### src/design/assert_macros.svh
`ifndef ASSERT_MACROS_SVH
`define ASSERT_MACROS_SVH

// immediate relation checked on every clock edge outside reset
`define CFIR_ASSERT(name, prop) \
  name: assert property (@(posedge clk_i) disable iff (!rst_ni) (prop)) \
    else $error("cfir assertion failed");

// antecedent on this edge implies consequent on the next edge
`define CFIR_ASSERT_NEXT(name, ante, cons) \
  name: assert property (@(posedge clk_i) disable iff (!rst_ni) (ante) |=> (cons)) \
    else $error("cfir assertion failed");

`endif

### src/design/cfir_pkg.sv
`timescale 1ns / 1ps
`default_nettype none

package cfir_pkg;

  // filter geometry
  localparam int TAPS            = 16;
  localparam int SAMPLE_W        = 16;
  localparam int PROD_W          = 2 * SAMPLE_W;
  localparam int ACC_W           = PROD_W + $clog2(TAPS);
  localparam int SHIFT_W         = 5;
  localparam int CFG_IDX_W       = 3;
  localparam int CFG_DATA_W      = 64;
  localparam int NUM_COEF_REGS   = 4;
  localparam int WEIGHTS_PER_REG = CFG_DATA_W / SAMPLE_W;

  // configuration register indexes
  localparam logic [CFG_IDX_W-1:0] REG_COEF_0   = CFG_IDX_W'(0);
  localparam logic [CFG_IDX_W-1:0] REG_COEF_1   = CFG_IDX_W'(1);
  localparam logic [CFG_IDX_W-1:0] REG_COEF_2   = CFG_IDX_W'(2);
  localparam logic [CFG_IDX_W-1:0] REG_COEF_3   = CFG_IDX_W'(3);
  localparam logic [CFG_IDX_W-1:0] REG_OUT_SHIFT = CFG_IDX_W'(4);

  localparam logic [SHIFT_W-1:0] SHIFT_RESET = SHIFT_W'(15);

  // one complex sample, real part in the low half
  typedef struct packed {
    logic signed [SAMPLE_W-1:0] im;
    logic signed [SAMPLE_W-1:0] re;
  } sample_t;

  // partial sum travelling along the cell row
  typedef struct packed {
    logic                    valid;
    logic signed [ACC_W-1:0] re;
    logic signed [ACC_W-1:0] im;
  } acc_t;

  typedef struct packed {
    logic signed [SAMPLE_W-1:0] value;
    logic                       clip;
  } sat_t;

  // floor shift then saturate to the sample width
  function automatic sat_t shift_sat(logic signed [ACC_W-1:0] acc,
                                     logic [SHIFT_W-1:0] sh);
    logic signed [ACC_W-1:0] q;
    logic signed [ACC_W-1:0] max_v;
    logic signed [ACC_W-1:0] min_v;
    sat_t                    res;
    q     = acc >>> sh;
    max_v = ACC_W'($signed({1'b0, {(SAMPLE_W-1){1'b1}}}));
    min_v = ACC_W'($signed({1'b1, {(SAMPLE_W-1){1'b0}}}));
    if (q > max_v) begin
      res.value = max_v[SAMPLE_W-1:0];
      res.clip  = 1'b1;
    end else if (q < min_v) begin
      res.value = min_v[SAMPLE_W-1:0];
      res.clip  = 1'b1;
    end else begin
      res.value = q[SAMPLE_W-1:0];
      res.clip  = 1'b0;
    end
    return res;
  endfunction

endpackage

`default_nettype wire

### src/design/cfir_cell.sv
`timescale 1ns / 1ps
`default_nettype none

module cfir_cell (
  input  wire logic                              clk_i,
  input  wire logic                              rst_ni,
  input  wire logic                              shift_en_i,
  input  wire cfir_pkg::sample_t                 sample_i,
  input  wire logic signed [cfir_pkg::SAMPLE_W-1:0] weight_i,
  input  wire cfir_pkg::acc_t                    acc_i,
  output cfir_pkg::sample_t                      sample_o,
  output cfir_pkg::acc_t                         acc_o
);

  cfir_pkg::sample_t                       sample_q;
  logic signed [cfir_pkg::PROD_W-1:0]      prod_re_q;
  logic signed [cfir_pkg::PROD_W-1:0]      prod_im_q;
  logic                                    acc_valid_q;
  logic signed [cfir_pkg::ACC_W-1:0]       acc_re_q;
  logic signed [cfir_pkg::ACC_W-1:0]       acc_im_q;

  // delay line tap, cleared at reset
  always_ff @(posedge clk_i or negedge rst_ni) begin
    if (!rst_ni) begin
      sample_q <= '0;
    end else if (shift_en_i) begin
      sample_q <= sample_i;
    end
  end

  // weighted tap, registered every cycle
  always_ff @(posedge clk_i) begin
    prod_re_q <= weight_i * sample_q.re;
    prod_im_q <= weight_i * sample_q.im;
  end

  // partial sum token moves one cell per cycle
  always_ff @(posedge clk_i or negedge rst_ni) begin
    if (!rst_ni) begin
      acc_valid_q <= 1'b0;
    end else begin
      acc_valid_q <= acc_i.valid;
    end
  end

  always_ff @(posedge clk_i) begin
    acc_re_q <= acc_i.re + cfir_pkg::ACC_W'(prod_re_q);
    acc_im_q <= acc_i.im + cfir_pkg::ACC_W'(prod_im_q);
  end

  assign sample_o    = sample_q;
  assign acc_o.valid = acc_valid_q;
  assign acc_o.re    = acc_re_q;
  assign acc_o.im    = acc_im_q;

endmodule

`default_nettype wire

### config.mk
export PLATFORM = sky130hd
export DESIGN_NAME = cfir_cell
export DESIGN_NICKNAME = d
export VERILOG_FILES = /design/src/design/assert_macros.svh /design/src/design/cfir_pkg.sv /design/src/design/cfir_cell.sv
export SDC_FILE = /design/constraint.sdc
export NUM_CORES = 2
export LEC_CHECK = 0
export BUFFER_PORTS_ARGS = -buffer_cell sky130_fd_sc_hd__buf_2
export CAP_MARGIN = 0
export CELL_PAD_IN_SITES_DETAIL_PLACEMENT = 1
export CELL_PAD_IN_SITES_GLOBAL_PLACEMENT = 2
export CORE_MARGIN = 1.5
export CORE_UTILIZATION = 30
export CTS_CLUSTER_SIZE = 20
export DETAILED_ROUTE_END_ITERATION = 16
export GPL_TIMING_DRIVEN = 0
export PLACE_DENSITY_LB_ADDON = 0.1
export SLEW_MARGIN = 20
export SYNTH_ARGS = -nofsm -noshare
export SYNTH_HDL_FRONTEND = slang
export SYNTH_SLANG_ARGS = --single-unit
### constraint.sdc
create_clock -name clk_i -period 13.75 [get_ports clk_i]
set_clock_uncertainty 0.05 [all_clocks]
set_input_delay 2.75 -clock clk_i [delete_from_list [all_inputs] [get_ports clk_i]]
set_output_delay 2.75 -clock clk_i [all_outputs]
set_load 0.01 [all_outputs]
* Word-level counts from Yosys, hierarchy flattened
Cells that the tools add are included.
Widths: inputs -> output; s select.
** Operators by class
- $mul :: 2
- Add/subtract/negate cells :: 2
** Operators with widths (number)
- $add 36x32->36 :: 2
- $mul 16x16->32 :: 2
** Word-level totals
- Flip-flop bits (word level) :: 169
- Word-level logic and storage cells :: 11

* Longest topological paths before layout
- Depth after elaboration :: 1
- Gate-level depth with buffers :: 24

* Worst setup path after synthesis
Ideal clock, no wire load.
- Kind :: input-to-reg
- Start :: input port weight_i[7] in the netlist's numbering
- End :: register prod_im_q[26] in the netlist's numbering
- Data arrival time :: 8.176 ns
- Setup time :: 0.127 ns
- Required time :: 13.573 ns
- Cell stages on the path :: 23
- Path slack :: 5.398 ns
- Buffers on the path :: 1
- Path through :: clkbuf_1 -> nand2_1 -> fa_1 -> inv_1 -> fa_1 -> inv_1 -> fa_1 -> inv_1 -> fa_1 -> fa_1 -> inv_1 -> fa_1 -> inv_1 -> ha_1 -> a21o_1 -> a21o_1 -> a21oi_1 -> o31ai_1 -> a211oi_2 -> o21ai_2 -> a311o_1 -> a2111oi_2 -> nor3_1
** On the way
- Word-level cells in the longest chain between the ends :: 1
** RTL lines
- from (decl) :: line cfir_cell.sv:9 : input wire logic signed [cfir_pkg::SAMPLE_W-1:0] weight_i,
- $mul 16x16->32 :: line cfir_cell.sv:34 : prod_im_q <= weight_i * sample_q.im;
- to (signal assigned) :: line cfir_cell.sv:34
- to (decl) :: line cfir_cell.sv:17 : logic signed [cfir_pkg::PROD_W-1:0] prod_im_q;
No other way between the ends.
A chain may end at the register's enable or synchronous reset.

* Final worst setup path
- Start :: input port weight_i[15] in the netlist's numbering
- End :: register prod_im_q[31] in the netlist's numbering
Same word-level chain as after synthesis.

==> out/metrics.cfg <==
[timing]
hold_viol = 0
tightest_slew_ns = 1.093
clock.fmax_mhz = 107.9
maxSlewHeadroom = 0.2714
whs_ns = 0.3956
setup_tns_ns = 0
setup-violations-final = 0
finalCriticalPeriod_ns = 9.271
rsz0062_at_grt = no
timing.final.crit_share = 0.6742
finalMaxSlewViolations = 0

[global_routing]
grt_pass1_wl_um = 127700
grt_max_degree = 34
antenna_found_initial = 7
grt_pass1_vias = 22790
gr-total-overflow = 0
grt_usage = 0.1798

[drt]
routed.top_layer = met4
drtIter0Drc = 760
met3_wirelength_um = 2563
post_drt_wl_per_cell_um = 18.20
via_count = 20280
route.detailed.drc = 0
first_pass_iters = 5
met2_length_um = 37330
routed_wl_um = 78700
m1WireLength_um = 38080
drtAntennaViolNets = 0
avgViaCountPerCell = 4.690

[setup_path]
crit_end = prod_im_q[31]
cp_slowest_stage_delay_ns = 0.70
reg2reg_slack_ns = 6.25
timing.rr.start = sample_o[25]
crit_fanout = 10
cp.required_ns = 14.10
cp-start-kind = input port
crit_path_start = weight_i[15]
slowest_stage = clkbuf_1
cp_common_cell = fa_1
cp_data_arrival_time_ns = 9.62
critPathKind = input port to register
worst-r2r-cell-count = 23
crit_path_cell_trace = buf_2 -> clkbuf_1 -> nand2_1 -> inv_1 -> fa_1 -> inv_1 -> fa_1 -> fa_1 -> inv_1 -> fa_1 -> fa_1 -> inv_1 -> fa_1 -> inv_1 -> ha_1 -> nand3_1 -> nor3_2 -> o221ai_1 -> a31o_1 -> o311a_1 -> o31ai_1 -> a21oi_1 -> xnor2_1
reg2reg_to = prod_im_q[31]
worstSetupEndpointType = register

[yosys]
yosysSeqAreaShare = 0.1305
synth.distinct_cells = 78
postSynthAreaPerCell_um2 = 9.426
synthFlopType = dfxtp_1
synth_edf_count = 0
synthesis.area_mm2 = 0.02719
ys_seq_elements = 169
synthesis.nets = 3769
netlist_instances = 2885
synthArstFlopShare = 0.1953
ys_warn_count = 0

[worst_hold_path]
hold_path.class = register to register

[finish]
layout.nets = 4015
stdcell_count = 4323
fin_util = 0.3382
synthToLayoutAreaGrowth_pct = 11.76
fillerInstances = 10510
layout-drive-gt1-share = 0.1005

[place]
dpl.hpwl_um = 67350
portBuffers = 227
place.gp.congestion = 0.8431
placed_cells = 4288

[clocking]
clkTransAtPathRegs_ns = 0.08
cts_tree = done
cts-root-buf = clkbuf_16
hold_buffers = 0
ctsHtreeMaxLevel = 4
post_cts_resize_count = 0
cts_buffers = 17
cts_setup_buffers = 0
cts_buffer_depth = 2
cts_sinks = 169
clock_latency_ns = 0.51

[floorplan]
die_area_mm2 = 0.09246
rows = 110
start_util = 0.3026
die_y_um = 304.1
io_pins = 229
core_area_mm2 = 0.08987
fp.dieW_um = 304.1

[flow_run]
cap_violations = 0

[run_status]
status = completed

-- registers in the layout (all words and copies together) (netlist names) --
register,count
acc_im_q,36
acc_re_q,36
prod_im_q,32
prod_re_q,32
sample_o,32
acc_valid_q,1
-- area by class of cell --
class | instances | area (um^2) | area share
clock buffers | 18 | 439.2 | 0.01445
well taps | 1176 | 1471 | 0.04842
plain buffers | 97 | 370.4 | 0.01219
inverters | 593 | 2226 | 0.07324
multi-input cells | 2026 | 21050 | 0.6926
flip-flops and latches | 169 | 3548 | 0.1168
clock inverters | 13 | 140.1 | 0.004611
diodes | 4 | 10.01 | 0.0003294
repair buffers | 227 | 1136 | 0.03738
-- how the worst min path moves through the flow --
stage	startpoint	to	slack, ns	cells past startpoint
global route	prod_im_q[0]	acc_im_q[0]	0.41	1
floorplan	prod_im_q[0]	acc_im_q[0]	0.37	1
detailed placement	prod_im_q[0]	acc_im_q[0]	0.38	1
finish	prod_im_q[0]	acc_im_q[0]	0.40	1
CTS	prod_im_q[0]	acc_im_q[0]	0.40	1
global placement	prod_im_q[0]	acc_im_q[0]	0.38	1
-- cell families (layout without fill, tap and decap cells) --
family | Yosys count | after routing | share of synthesized area
DFF | 169 | 169 | 0.1305
and+or+nand+nor | 770 | 770 | 0.1416
muxes | 31 | 31 | 0.01279
AOI/OAI and AO/OA | 337 | 337 | 0.08360
adders and majority gates | 760 | 760 | 0.4949
xor gates and xnor gates | 128 | 128 | 0.04122
buffers and inverters | 690 | 948 | 0.09547
other | 0 | 4 | 0
-- layer usage --
metal / vias up / global-route usage
met3: 35 / 0.02375
met5: - / 0
li1: 9370 / -
met4: 0 / 0.03599
met1: 10590 / 0.2530
met2: 285 / 0.2952
-- critical path, delay by kind of cell --
family | cells | cell delay, ns
adders and majority gates | 7 | 3.14
xor gates and xnor gates | 1 | 0.13
and+or+nand+nor | 3 | 0.77
AOI/OAI and AO/OA | 5 | 1.55
buffers and inverters | 7 | 1.26
-- stage by stage --
step           worst slack, ns  cell area (um^2)
2_1_floorplan            5.398             27190
3_3_place_gp             4.001             29800
3_5_place_dp             3.952             29800
4_1_cts                  4.534             30380
5_1_grt                  4.090             30380
6_report                 4.479             30390
-- cell usage in the layout (no fill, tap or decap), types with 5 or more instances in the layout --
cell / netlist / final
and3_1: 12 / 12
o21a_1: 15 / 15
or3_1: 5 / 5
a31oi_1: 5 / 5
inv_6: 0 / 5
dfrtp_1: 33 / 33
o21bai_1: 10 / 10
xnor2_1: 94 / 94
o2111ai_1: 6 / 6
o31ai_1: 7 / 7
and2_1: 254 / 254
clkbuf_16: 0 / 17
nor4_1: 5 / 5
mux2_2: 30 / 30
inv_1: 592 / 592
clkbuf_1: 92 / 92
nor3_1: 26 / 26
buf_2: 2 / 229
nand2b_1: 20 / 20
nor2_1: 83 / 83
fa_1: 526 / 526
xor2_1: 34 / 34
o21ai_0: 41 / 41
o21ai_1: 19 / 19
nand3_1: 29 / 29
ha_1: 234 / 234
a211oi_1: 19 / 19
a21oi_1: 102 / 102
nor2b_1: 14 / 14
a21o_1: 58 / 58
nand4_1: 5 / 5
o211ai_1: 6 / 6
nand2_1: 294 / 294
dfxtp_1: 136 / 136
-- synth_stat cells (5+ instances only) --
master     count  share of area
inv_1        592          0.082
fa_1         526           0.39
nand2_1      294          0.041
and2_1       254          0.058
ha_1         234           0.11
dfxtp_1      136           0.10
a21oi_1      102          0.019
xnor2_1       94          0.030
clkbuf_1      92          0.013
nor2_1        83          0.011
a21o_1        58          0.016
o21ai_0       41         0.0075
xor2_1        34          0.011
dfrtp_1       33          0.030
mux2_2        30          0.012
nand3_1       29         0.0053
nor3_1        26         0.0048
nand2b_1      20         0.0046
a211oi_1      19         0.0052
o21ai_1       19         0.0035
o21a_1        15         0.0041
nor2b_1       14         0.0032
and3_1        12         0.0028
o21bai_1      10         0.0028
o31ai_1        7         0.0019
o2111ai_1      6         0.0019
o211ai_1       6         0.0017
a31oi_1        5         0.0012
nand4_1        5         0.0012
nor4_1         5         0.0012
or3_1          5         0.0012
Power is not shown: default switching activity piles up to over one toggle a cycle in this logic, so the estimate is an artifact.
